### config.mk
export PLATFORM = sky130hd
export DESIGN_NAME = dsm_serial_frame_decoder_top
export DESIGN_NICKNAME = d
export VERILOG_FILES = /design/src/rtl/core/dsfd_pkg.sv /design/src/rtl/core/dsm_serial_frame_decoder_top.sv /design/src/rtl/core/dsfd_front.sv /design/src/rtl/core/dsfd_back.sv
export SDC_FILE = /design/constraint.sdc
export NUM_CORES = 1
export LEC_CHECK = 0
export BUFFER_PORTS_ARGS = -buffer_cell sky130_fd_sc_hd__buf_2
export CAP_MARGIN = 5
export CORE_ASPECT_RATIO = 1.75
export CORE_MARGIN = 5
export CORE_UTILIZATION = 60
export DETAILED_ROUTE_END_ITERATION = 6
export PLACE_DENSITY = 0.82
export SLEW_MARGIN = 20
export SYNTH_ARGS = -nofsm -noshare
export SYNTH_HDL_FRONTEND = slang
export SYNTH_SLANG_ARGS = --single-unit
export TNS_END_PERCENT = 20
### constraint.sdc
create_clock -name clk_i -period 14.5 [get_ports clk_i]
set_input_delay 2.9 -clock clk_i [delete_from_list [all_inputs] [get_ports clk_i]]
set_output_delay 2.9 -clock clk_i [all_outputs]
set_load 0.01 [all_outputs]
### src/rtl/core/dsfd_pkg.sv
// Shared types and constants for the serial frame decoder.
// No dependencies; imported by every module of the block.
`default_nettype none

package dsfd_pkg;

  // Frame geometry
  localparam int FRAME_BYTES   = 16;
  localparam int CHANNEL_SLOTS = 8;
  localparam int POS_W         = $clog2(FRAME_BYTES);
  localparam int CH_IDX_W      = (CHANNEL_SLOTS > 1) ? $clog2(CHANNEL_SLOTS) : 1;
  localparam int SLOT_COUNT    = (FRAME_BYTES - 2) / 2;
  localparam int SLOT_W        = (SLOT_COUNT > 1) ? $clog2(SLOT_COUNT) : 1;
  localparam int CNT_W         = 5;

  // Value and pulse widths
  localparam int CH_VAL_W = 11;
  localparam int PULSE_W  = 11;

  // Constants of the protocol
  localparam logic [15:0]        GAP_LIMIT_RESET = 16'd5000;
  localparam logic [PULSE_W-1:0] PULSE_DEFAULT   = 11'd1500;
  localparam logic [PULSE_W-1:0] PULSE_BASE      = 11'd988;
  localparam logic [2:0]         HI_MASK_HR      = 3'h7;
  localparam logic [2:0]         HI_MASK_LR      = 3'h3;

  // Item queue between front and back
  localparam int QUEUE_DEPTH = 2;
  localparam int QPTR_W      = $clog2(QUEUE_DEPTH);

  // Register indexes (byte address 4*i)
  localparam logic REG_HIGH_RES  = 1'b0;
  localparam logic REG_GAP_LIMIT = 1'b1;

  typedef enum logic {
    KIND_BYTE = 1'b0,
    KIND_READ = 1'b1
  } item_kind_e;

  typedef struct packed {
    item_kind_e  kind;
    logic [7:0]  rx_byte;
    logic [31:0] time_us;
    logic [3:0]  channel;
  } item_t;

  typedef struct packed {
    logic        high_res;
    logic [15:0] gap_limit;
  } cfg_t;

endpackage

`default_nettype wire

### src/rtl/core/dsm_serial_frame_decoder_top.sv
// Serial frame decoder, a received byte or a channel read per input transaction, one result
// for each. In the back end a byte is stored in state S_BYTE and a read is
// answered in state S_READ; when a complete frame is pending, a read first
// walks it into the channel store one two-byte slot at a time, each slot
// read through the registered read ports of the frame memory (S_DEC_RD) and
// then stored (S_DEC_WR). A two-entry queue in the front end keeps taking
// transactions while the back end works or while a result waits in the
// output register. Registers sit on the APB port at byte address 0 (high_resolution)
// and 4 (gap_limit_us). Depends on dsfd_pkg, dsfd_front and dsfd_back.
`default_nettype none

module dsm_serial_frame_decoder_top import dsfd_pkg::*; (
  input  logic               clk_i,
  input  logic               rst_ni,
  input  logic               in_valid_i,
  output logic               in_ready_o,
  input  logic               mode_i,
  input  logic [7:0]         rx_byte_i,
  input  logic [31:0]        time_us_i,
  input  logic [3:0]         channel_i,
  output logic               out_valid_o,
  input  logic               out_ready_i,
  output logic [PULSE_W-1:0] pulse_us_o,
  output logic               frame_ready_o,
  input  logic               psel,
  input  logic               penable,
  input  logic               pwrite,
  input  logic [2:0]         paddr,
  input  logic [31:0]        pwdata,
  output logic [31:0]        prdata,
  output logic               pready
);

  cfg_t  cfg_q, cfg_d;
  logic  reg_idx;
  logic  reg_wr;
  logic  item_valid;
  logic  item_ready;
  item_t item;

  // Register file
  assign pready  = 1'b1;
  assign reg_idx = paddr[2];
  assign reg_wr  = psel && penable && pwrite && pready;

  always_comb begin
    cfg_d = cfg_q;
    if (reg_wr) begin
      unique case (reg_idx)
        REG_HIGH_RES:  cfg_d.high_res  = pwdata[0];
        REG_GAP_LIMIT: cfg_d.gap_limit = pwdata[15:0];
        default:       cfg_d = cfg_q;
      endcase
    end
  end

  always_comb begin
    unique case (reg_idx)
      REG_HIGH_RES:  prdata = {31'b0, cfg_q.high_res};
      REG_GAP_LIMIT: prdata = {16'b0, cfg_q.gap_limit};
      default:       prdata = '0;
    endcase
  end

  always_ff @(posedge clk_i or negedge rst_ni) begin
    if (!rst_ni) begin
      cfg_q.high_res  <= 1'b1;
      cfg_q.gap_limit <= GAP_LIMIT_RESET;
    end else begin
      cfg_q <= cfg_d;
    end
  end

  dsfd_front u_front (
    .clk_i        (clk_i),
    .rst_ni       (rst_ni),
    .in_valid_i   (in_valid_i),
    .in_ready_o   (in_ready_o),
    .mode_i       (mode_i),
    .rx_byte_i    (rx_byte_i),
    .time_us_i    (time_us_i),
    .channel_i    (channel_i),
    .item_valid_o (item_valid),
    .item_ready_i (item_ready),
    .item_o       (item)
  );

  dsfd_back u_back (
    .clk_i         (clk_i),
    .rst_ni        (rst_ni),
    .item_valid_i  (item_valid),
    .item_ready_o  (item_ready),
    .item_i        (item),
    .cfg_i         (cfg_q),
    .out_valid_o   (out_valid_o),
    .out_ready_i   (out_ready_i),
    .pulse_us_o    (pulse_us_o),
    .frame_ready_o (frame_ready_o)
  );

endmodule

`default_nettype wire

### src/rtl/core/dsfd_front.sv
// Front end: accepts input transactions, classifies them and queues them.
// Depends on dsfd_pkg.
`default_nettype none

module dsfd_front import dsfd_pkg::*; (
  input  logic        clk_i,
  input  logic        rst_ni,
  input  logic        in_valid_i,
  output logic        in_ready_o,
  input  logic        mode_i,
  input  logic [7:0]  rx_byte_i,
  input  logic [31:0] time_us_i,
  input  logic [3:0]  channel_i,
  output logic        item_valid_o,
  input  logic        item_ready_i,
  output item_t       item_o
);

  item_t               queue_q [QUEUE_DEPTH];
  logic [QPTR_W-1:0]   wr_ptr_q, wr_ptr_d;
  logic [QPTR_W-1:0]   rd_ptr_q, rd_ptr_d;
  logic [QPTR_W:0]     count_q, count_d;
  logic                push, pop;
  item_t               new_item;

  // Classify the incoming transaction
  always_comb begin
    new_item.kind    = item_kind_e'(mode_i);
    new_item.rx_byte = rx_byte_i;
    new_item.time_us = time_us_i;
    new_item.channel = channel_i;
  end

  assign in_ready_o   = (count_q != (QPTR_W+1)'(QUEUE_DEPTH));
  assign item_valid_o = (count_q != '0);
  assign item_o       = queue_q[rd_ptr_q];

  assign push = in_valid_i && in_ready_o;
  assign pop  = item_valid_o && item_ready_i;

  // Pointer and fill bookkeeping
  always_comb begin
    wr_ptr_d = push ? wr_ptr_q + 1'b1 : wr_ptr_q;
    rd_ptr_d = pop  ? rd_ptr_q + 1'b1 : rd_ptr_q;
    count_d  = count_q;
    if (push && !pop) begin
      count_d = count_q + 1'b1;
    end else if (pop && !push) begin
      count_d = count_q - 1'b1;
    end
  end

  always_ff @(posedge clk_i or negedge rst_ni) begin
    if (!rst_ni) begin
      wr_ptr_q <= '0;
      rd_ptr_q <= '0;
      count_q  <= '0;
    end else begin
      wr_ptr_q <= wr_ptr_d;
      rd_ptr_q <= rd_ptr_d;
      count_q  <= count_d;
    end
  end

  // Queue storage
  always_ff @(posedge clk_i) begin
    if (push) begin
      queue_q[wr_ptr_q] <= new_item;
    end
  end

endmodule

`default_nettype wire

### src/rtl/core/dsfd_back.sv
// Back end: stores bytes, walks a pending frame into the channel store and
// answers channel reads through an output register. Depends on dsfd_pkg.
`default_nettype none

module dsfd_back import dsfd_pkg::*; (
  input  logic               clk_i,
  input  logic               rst_ni,
  input  logic               item_valid_i,
  output logic               item_ready_o,
  input  item_t              item_i,
  input  cfg_t               cfg_i,
  output logic               out_valid_o,
  input  logic               out_ready_i,
  output logic [PULSE_W-1:0] pulse_us_o,
  output logic               frame_ready_o
);

  typedef enum logic [2:0] {
    S_IDLE,
    S_BYTE,
    S_DEC_RD,
    S_DEC_WR,
    S_READ
  } state_e;

  state_e               state_q, state_d;
  item_t                item_q, item_d;
  logic [POS_W-1:0]     pos_q, pos_d;
  logic [31:0]          last_time_q, last_time_d;
  logic                 pend_q, pend_d;
  logic                 seen_q, seen_d;
  logic [SLOT_W-1:0]    slot_q, slot_d;
  logic [CH_VAL_W-1:0]  chan_q [CHANNEL_SLOTS];
  logic [CH_VAL_W-1:0]  chan_d [CHANNEL_SLOTS];
  logic                 out_valid_q, out_valid_d;
  logic [PULSE_W-1:0]   pulse_q, pulse_d;
  logic                 fr_q, fr_d;

  // Frame memory, undefined until written
  logic [7:0]           frame_mem [FRAME_BYTES];
  logic [7:0]           rd_hi_q, rd_lo_q;
  logic [POS_W-1:0]     addr_hi, addr_lo;
  logic                 mem_we;

  logic                 out_free;
  logic [31:0]          gap;
  logic                 long_gap;
  logic [POS_W-1:0]     pos_eff;
  logic                 at_last;
  logic [CNT_W-1:0]     ch_count;
  logic [3:0]           slot_id;
  logic                 slot_ok;
  logic [CH_VAL_W-1:0]  slot_val;
  logic [CH_VAL_W-1:0]  ch_val;
  logic                 ch_ok;
  logic [PULSE_W-1:0]   read_pulse;

  assign item_ready_o  = (state_q == S_IDLE);
  assign out_valid_o   = out_valid_q;
  assign pulse_us_o    = pulse_q;
  assign frame_ready_o = fr_q;
  assign out_free      = !out_valid_q || out_ready_i;

  // Byte position with wrapping gap check
  assign gap      = item_q.time_us - last_time_q;
  assign long_gap = gap > {16'b0, cfg_i.gap_limit};
  assign pos_eff  = long_gap ? '0 : pos_q;
  assign at_last  = (pos_eff == POS_W'(FRAME_BYTES - 1));
  assign mem_we   = (state_q == S_BYTE) && out_free;

  // Slot s occupies bytes 2+2s and 3+2s
  assign addr_hi = POS_W'({slot_q, 1'b0}) + POS_W'(2);
  assign addr_lo = {addr_hi[POS_W-1:1], 1'b1};

  always_ff @(posedge clk_i) begin
    if (mem_we) begin
      frame_mem[pos_eff] <= item_q.rx_byte;
    end
    rd_hi_q <= frame_mem[addr_hi];
    rd_lo_q <= frame_mem[addr_lo];
  end

  // Slot decode, following the resolution mode
  assign ch_count = cfg_i.high_res ? CNT_W'(CHANNEL_SLOTS) : CNT_W'(CHANNEL_SLOTS - 1);
  assign slot_id  = cfg_i.high_res ? rd_hi_q[6:3] : rd_hi_q[5:2];
  assign slot_ok  = CNT_W'(slot_id) < ch_count;
  assign slot_val = cfg_i.high_res ? {rd_hi_q[2:0] & HI_MASK_HR, rd_lo_q}
                                   : {rd_hi_q[2:0] & HI_MASK_LR, rd_lo_q};

  // Read answer
  assign ch_val     = chan_q[item_q.channel[CH_IDX_W-1:0]];
  assign ch_ok      = (CNT_W'(item_q.channel) < ch_count) && seen_q;
  assign read_pulse = !ch_ok ? PULSE_DEFAULT
                    : PULSE_BASE + (cfg_i.high_res ? {1'b0, ch_val[CH_VAL_W-1:1]} : ch_val);

  // Next-state logic
  always_comb begin
    state_d     = state_q;
    item_d      = item_q;
    pos_d       = pos_q;
    last_time_d = last_time_q;
    pend_d      = pend_q;
    seen_d      = seen_q;
    slot_d      = slot_q;
    chan_d      = chan_q;
    out_valid_d = out_valid_q && !out_ready_i;
    pulse_d     = pulse_q;
    fr_d        = fr_q;
    unique case (state_q)
      S_IDLE: begin
        if (item_valid_i) begin
          item_d = item_i;
          slot_d = '0;
          if (item_i.kind == KIND_BYTE) begin
            state_d = S_BYTE;
          end else if (pend_q) begin
            state_d = S_DEC_RD;
          end else begin
            state_d = S_READ;
          end
        end
      end
      S_BYTE: begin
        if (out_free) begin
          last_time_d = item_q.time_us;
          seen_d      = 1'b1;
          if (at_last) begin
            pend_d = 1'b1;
            pos_d  = pos_eff;
          end else begin
            pos_d  = pos_eff + 1'b1;
          end
          out_valid_d = 1'b1;
          pulse_d     = '0;
          fr_d        = at_last || pend_q;
          state_d     = S_IDLE;
        end
      end
      S_DEC_RD: begin
        state_d = S_DEC_WR;
      end
      S_DEC_WR: begin
        if (slot_ok) begin
          chan_d[slot_id[CH_IDX_W-1:0]] = slot_val;
        end
        if (slot_q == SLOT_W'(SLOT_COUNT - 1)) begin
          pend_d  = 1'b0;
          state_d = S_READ;
        end else begin
          slot_d  = slot_q + 1'b1;
          state_d = S_DEC_RD;
        end
      end
      S_READ: begin
        if (out_free) begin
          out_valid_d = 1'b1;
          pulse_d     = read_pulse;
          fr_d        = pend_q;
          state_d     = S_IDLE;
        end
      end
      default: begin
        state_d = S_IDLE;
      end
    endcase
  end

  // State and output registers
  always_ff @(posedge clk_i or negedge rst_ni) begin
    if (!rst_ni) begin
      state_q     <= S_IDLE;
      item_q      <= '0;
      pos_q       <= '0;
      last_time_q <= '0;
      pend_q      <= 1'b0;
      seen_q      <= 1'b0;
      slot_q      <= '0;
      for (int i = 0; i < CHANNEL_SLOTS; i++) begin
        chan_q[i] <= '0;
      end
      out_valid_q <= 1'b0;
      pulse_q     <= '0;
      fr_q        <= 1'b0;
    end else begin
      state_q     <= state_d;
      item_q      <= item_d;
      pos_q       <= pos_d;
      last_time_q <= last_time_d;
      pend_q      <= pend_d;
      seen_q      <= seen_d;
      slot_q      <= slot_d;
      chan_q      <= chan_d;
      out_valid_q <= out_valid_d;
      pulse_q     <= pulse_d;
      fr_q        <= fr_d;
    end
  end

endmodule

`default_nettype wire

Word-level counts from Yosys, hierarchy flattened
Memories as Yosys holds them, arrays and structs flattened. A register that Yosys moved wholly into a read port is not among the register bits.
Cells that the tools add are included.
- $add $sub $neg: 9
- order comparisons: 6
- eq/ne operators: 14
- multiplexer cells: 41
- bitwise logic cells: 3
- reductions and logical operators: 32
- operators by type and width (operator ; number):
    $bwmux W88 ; 1
    $mux W11 ; 8
    $pmux W32 S2 ; 1
    $bmux W11 S3 ; 1
    $demux W11 S3 ; 1
    $gt A32 B16 Y1 ; 1
    $sub A32 B32 Y32 ; 1
    $pmux W11 S2 ; 1
    $mux W3 ; 7
    $mux W4 ; 4
    $ne A2 B1 Y1 const B ; 6
    $pmux W3 S4 ; 1
    $reduce_and A2 Y1 ; 6
    $add A10 B11 Y11 const A ; 1
    $mux W1 ; 11
    $logic_and A1 B1 Y1 ; 10
    $lt A4 B5 Y1 ; 2
    $reduce_bool A2 Y1 ; 5
    $ge A4 B4 Y1 const B ; 2
    $not A3 Y4 ; 2
    $eq A3 B2 Y1 const B ; 2
    $eq A3 B3 Y1 const B ; 2
    $pmux W3 S2 ; 1
    $reduce_and A3 Y1 ; 2
    18 further kinds ; 26
- register bits after elaboration: 210
- bits in writable memories: 218
- input port bits: 87
- memories: 2
- memories (memory ; depth ; width ; read ports ; clocked after memory_dff ; write ports ; RTL line ; RTL):
    u_back.frame_mem ; 16 ; 8 ; 2 ; 2 ; 1 ; dsfd_back.sv:40 ; logic [7:0] frame_mem [FRAME_BYTES];
    u_front.queue_q ; 2 ; 45 ; 1 ; 0 ; 1 ; dsfd_front.sv:19 ; item_t queue_q [QUEUE_DEPTH];

Longest topological paths before layout
- depth after elaboration: 9
- gate-level depth with buffers: 25

By module
Synthesis repeated with hierarchy kept, for this count alone.
- cell total of the unflattened synthesis: 1461
- area total of the unflattened synthesis: 20358.3 µm²
- modules (own cells, without submodules) (module ; times used ; cells each ; area each (µm²) ; seq. area each (µm²)):
    dsfd_back ; 1 ; 1229 ; 15758.9 ; 8633.3
    dsfd_front ; 1 ; 158 ; 3641.0 ; 2802.7
    dsm_serial_frame_decoder_top ; 1 ; 74 ; 958.4 ; 432.9

Least setup slack after synthesis
No wires, ideal clock.
- path kind: in2out
- start: input paddr[2]
- end: output prdata[0]
- data arrival time: 3516 ps
- setup slack: 8084 ps
- stages: 4
- path buffers: 2
- cells stage by stage: clkbuf_1 clkbuf_1 nand2_1 o21ai_0
- cells in the longest elaborated chain, start to end: 2
- RTL lines (what ; RTL line ; RTL):
    from (decl) ; dsm_serial_frame_decoder_top.sv:28 ; input logic [2:0] paddr,
    $not A1 Y1 (no source line) ; -- ;
    $pmux W32 S2 * ; dsm_serial_frame_decoder_top.sv:58 ; unique case (reg_idx)
    to (decl) ; dsm_serial_frame_decoder_top.sv:30 ; output logic [31:0] prdata,
Every way passes the cells marked *; elsewhere a longest branch is shown, timed or not. The select of a mux whose other input is x is not followed.

Worst setup path after layout
- start: register u_back.item_q[4] (netlist name)
- end: memory u_back.frame_mem[3][1] (enable)
- cells in the longest elaborated chain, start to end: 3
- RTL lines (what ; RTL line ; RTL):
    from (decl) ; dsfd_back.sv:27 ; item_t item_q, item_d;
    from (signal assigned) ; dsfd_back.sv:186 ; item_q <= item_d;
    $sub A32 B32 Y32 ; dsfd_back.sv:65 ; assign gap = item_q.time_us - last_time_q;
    $gt A32 B16 Y1 ; dsfd_back.sv:66 ; assign long_gap = gap > {16'b0, cfg_i.gap_limit};
    $mux W4 ; dsfd_back.sv:67 ; assign pos_eff = long_gap ? '0 : pos_q;
    to (decl) ; dsfd_back.sv:40 ;
No other way between the ends.

==> impl_metrics.py <==
metrics = {
    "outcome": {
        "status": "finished, final reports clean",
    },
    "min_path": {
        "holdPathStages": 2,
        "hold_class": "flip-flop to flip-flop",
        "whs_endpoint": "u_back.pulse_us_o[7]",
        "min_from": "u_back.pulse_us_o[7]",
    },
    "detailed_routing": {
        "dr.pass1.iters": 5,
        "num_vias": 12300,
        "wl_per_cell_um": 21.15,
        "antenna_left": 0,
        "wirelength_um": 43010,
        "viasPerCell": 6.048,
        "drc": 0,
        "drt_iter0_drc": 685,
    },
    "synth": {
        "ys_seq_area_share_pct": 59.64,
        "synth_edf_count": 210,
        "avgSynthCellArea_um2": 13.16,
        "synthDistinctLibCells": 81,
        "ys_ff_latch": 435,
        "synth-main-ff-cell": "edfxtp_1",
        "synth-async-reset-ratio_pct": 48.28,
        "yosys_warnings": 0,
        "netlist_area_um2": 19900,
        "netlist_instances": 1512,
    },
    "place": {
        "dp_hpwl_um": 29850,
        "place.port_buffers": 98,
        "dp_slack_ps": 8055,
        "gp_congestion": 0.9155,
    },
    "finish": {
        "nets": 1742,
        "syn2layout_area_growth_pct": 10.58,
        "drive_gt1_share_pct": 23.19,
    },
    "timing": {
        "tightestPinTransition_ps": 1218,
        "setup_viol": 0,
        "fmax_mhz": 150.6,
        "finClkSkew_ps": 22.88,
        "relSlewSlack_pct": 18.79,
        "rsz0062_at_grt": "no",
        "fin_crit_sh_pct": 45.80,
        "hold_viol": 0,
        "period_minus_slack_ps": 6640,
        "setup_slack_ps": 7860,
        "maxSlewViolCount": 0,
        "setup_tns_ps": 0,
    },
    "critical_path": {
        "cp_top_family": "compound AO/OA/AOI/OAI gates",
        "endpoint_kind": "flip-flop",
        "reg2reg_depth": 22,
        "crit_chain": "inv_1, ha_1, fa_1, nand2b_1, a21oi_1, o211ai_1, a21oi_1, nor2_1, xnor2_1, ha_1, o21ai_0, nor2_1, a211o_1, o31a_1, nor4_1, nand4_1, nor3_4, nand4_1, inv_1, ha_1, nand2_1, a21oi_1",
        "r2r_end": "u_back.frame_mem[3][1]",
        "rrSetupSlack_ps": 7860,
        "critical_path.startpoint_type": "flip-flop",
        "cp_slowest_cell": "a21oi_1",
        "max_stage_delay_ps": 950,
        "required_ps": 14640,
        "path_max_fanout": 8,
        "cp.arrival_ps": 6780,
        "r2r-start": "u_back.item_q[4]",
        "crit_buf_inv": 2,
        "crit_type": "flip-flop to flip-flop",
    },
    "global_routing": {
        "antenna_found_initial": 2,
        "grt_max_degree": 92,
        "track_usage_pct": 23.58,
        "grt_pass1_wl_um": 68610,
        "globalRouteOverflowTotal": 0,
        "grt_pass1_vias": 12960,
    },
    "die": {
        "pin_count": 134,
        "die_h_um": 250.9,
        "core_um2": 32920,
        "start_util_pct": 60.45,
        "die_w_um": 147.7,
        "fp.dieArea_um2": 37050,
        "rows": 88,
    },
    "power_and_ir_drop": {
        "ir_drop_uv": 192.2,
        "pwr-share-seq_pct": 36.0,
        "p_switching_w": 0.002150,
        "p_leak_nw": 8.957,
        "intPower_w": 0.003376,
        "swShare_pct": 38.91,
        "clockPowerShare_pct": 18.6,
        "combPwrFrac_pct": 45.4,
        "p_per_area_nw_per_um2": 251.1,
    },
    "clock_network": {
        "clk_pin_slew_ps": 60,
        "htreeDepth": 2,
        "cts_sinks": 435,
        "clockBufferDepth": 3,
        "cts-buffers-inserted": 39,
        "cts-root-buf": "clkbuf_16",
        "ctsResizeCount": 0,
        "cts_setup_buffers": 0,
        "clk_latency_ps": 550,
        "cts_tree": "done",
        "hold_buffers": 0,
    },
    "flow_run": {
        "maxCapViolations": 0,
    },
}
[cell families (layout without fill, tap and decap cells)]
| logic type | after synthesis | after routing | synth area share [%] |
|---|---|---|---|
| flops | 435 | 435 | 59.64 |
| simple gates | 335 | 335 | 7.935 |
| compound gates | 261 | 261 | 8.111 |
| mux | 230 | 230 | 15.61 |
| buf+inv | 153 | 252 | 3.288 |
| fa+ha+maj | 59 | 59 | 3.747 |
| xor+xnor | 37 | 37 | 1.628 |
| other cells | 2 | 20 | 0.03774 |
[cells in the final DEF, fill, tap and decap left out, drive strengths merged, types with 17 or more instances in the layout]
master and n:
and2 21, inv 66, nor2 108, mux4 52
nand2 107, clkbuf 58, conb 17, edfxtp 210
o21ai 70, buf 114, a21oi 102, nand4 21
mux2 123, dfrtp 204, mux2i 55, a21o 17
xnor2 21, ha 58, nand3 22
[worst register-to-register path, cell delays in order (launching register included)]
cell and delay (ps):
dfrtp_1 360, inv_1 60, ha_1 220, fa_1 410
nand2b_1 200, a21oi_1 240, o211ai_1 160, a21oi_1 410
nor2_1 100, xnor2_1 340, ha_1 320, o21ai_0 160
nor2_1 60, a211o_1 310, o31a_1 360, nor4_1 290
nand4_1 190, nor3_4 300, nand4_1 240, inv_1 170
ha_1 300, nand2_1 110, a21oi_1 950
[final cells by class]
class                   count  area (µm²)
fillers                  2249       10920
inverters                  66       247.7
clock inverters            14       145.1
flip-flops and latches    435       11870
well taps                 405       506.7
diodes                      3       7.507
multi-input cells         939        7470
repair buffers            115       630.6
clock buffers              57        1126
[through the flow]
stage	hold slack, ps	utilization (%)	instances	power, W	cell area (µm²)
floorplan	434.8	-	1527	0.003792	19960
global placement	453.1	62.93	1960	0.004385	20720
detailed placement	466.3	62.94	1960	0.004478	20720
CTS	481.2	66.81	2031	0.005536	21990
global route	515.4	66.83	2032	0.005880	22000
finish	473.6	66.84	2034	0.005525	22000
[routing by layer]
metal  routed length [µm]  part of all wire, %  global-route usage, %
met5                    0                    0                      0
met4                 2974                  6.9                  14.58
met3                 1353                  3.1                  2.669
met2                24170                   56                  44.71
met1                14520                   34                  24.42
[registers in the layout (all words and copies together) (netlist names), 2 cells and up]
name	count
u_back.last_time_q	32
u_back.item_q	44
u_front.count_q	2
u_back.pulse_us_o	11
u_back.frame_mem	120
u_back.chan_q	88
u_back.rd_hi_q	7
u_back.state_q	3
u_back.slot_q	3
u_back.pos_q	4
u_back.rd_lo_q	8
u_front.queue_q	90
cfg_q	17
[Yosys cell counts (all sizes together) (6+ instances only)]
cell type / instances / area, µm²
buf: 45 / 247.7
mux4: 52 / 1171
edfxtp: 210 / 6306
a21oi: 102 / 521.8
dfstp: 6 / 157.7
nor3: 11 / 66.32
nand2b: 10 / 62.56
dfrtp: 204 / 5105
dfxtp: 15 / 300.3
ha: 58 / 725.7
and3: 7 / 43.79
nor2: 108 / 405.4
a211oi: 7 / 52.55
inv: 66 / 247.7
nand2: 107 / 401.6
o21ai: 70 / 354.1
xor2: 16 / 140.1
mux2i: 55 / 550.5
mux2: 123 / 1385
xnor2: 21 / 183.9
nor2b: 6 / 37.54
clkbuf: 42 / 158.9
nand3: 22 / 110.1
nand4: 21 / 137.6
o211ai: 6 / 45.04
o21a: 9 / 67.56
a21o: 17 / 127.6
and2: 21 / 131.4
[worst max-delay path by stage]
stage                                      from                endpoint  slack (ps)  depth (start not counted)
after floorplan                        paddr[2]               prdata[0]        8080                          4
after global placement                 paddr[2]               prdata[0]        8110                          4
after detailed placement  u_back.last_time_q[0]  u_back.frame_mem[3][7]        8060                         21
after CTS                      u_back.item_q[4]  u_back.frame_mem[3][1]        8020                         22
after global routing           u_back.item_q[4]  u_back.frame_mem[3][1]        7740                         22
final                          u_back.item_q[4]  u_back.frame_mem[3][1]        7860                         22
[power by group through the flow]
stage / Clock, W / Combinational, W / Sequential, W
after floorplan: 0 / 0.00190 / 0.00189
after global placement: 0 / 0.00241 / 0.00197
after detailed placement: 0 / 0.00248 / 0.00200
after CTS: 0.00104 / 0.00251 / 0.00198
after global routing: 0.00110 / 0.00275 / 0.00203
final: 0.00103 / 0.00251 / 0.00199
No activity file was read; power rests on OpenSTA's default activity.
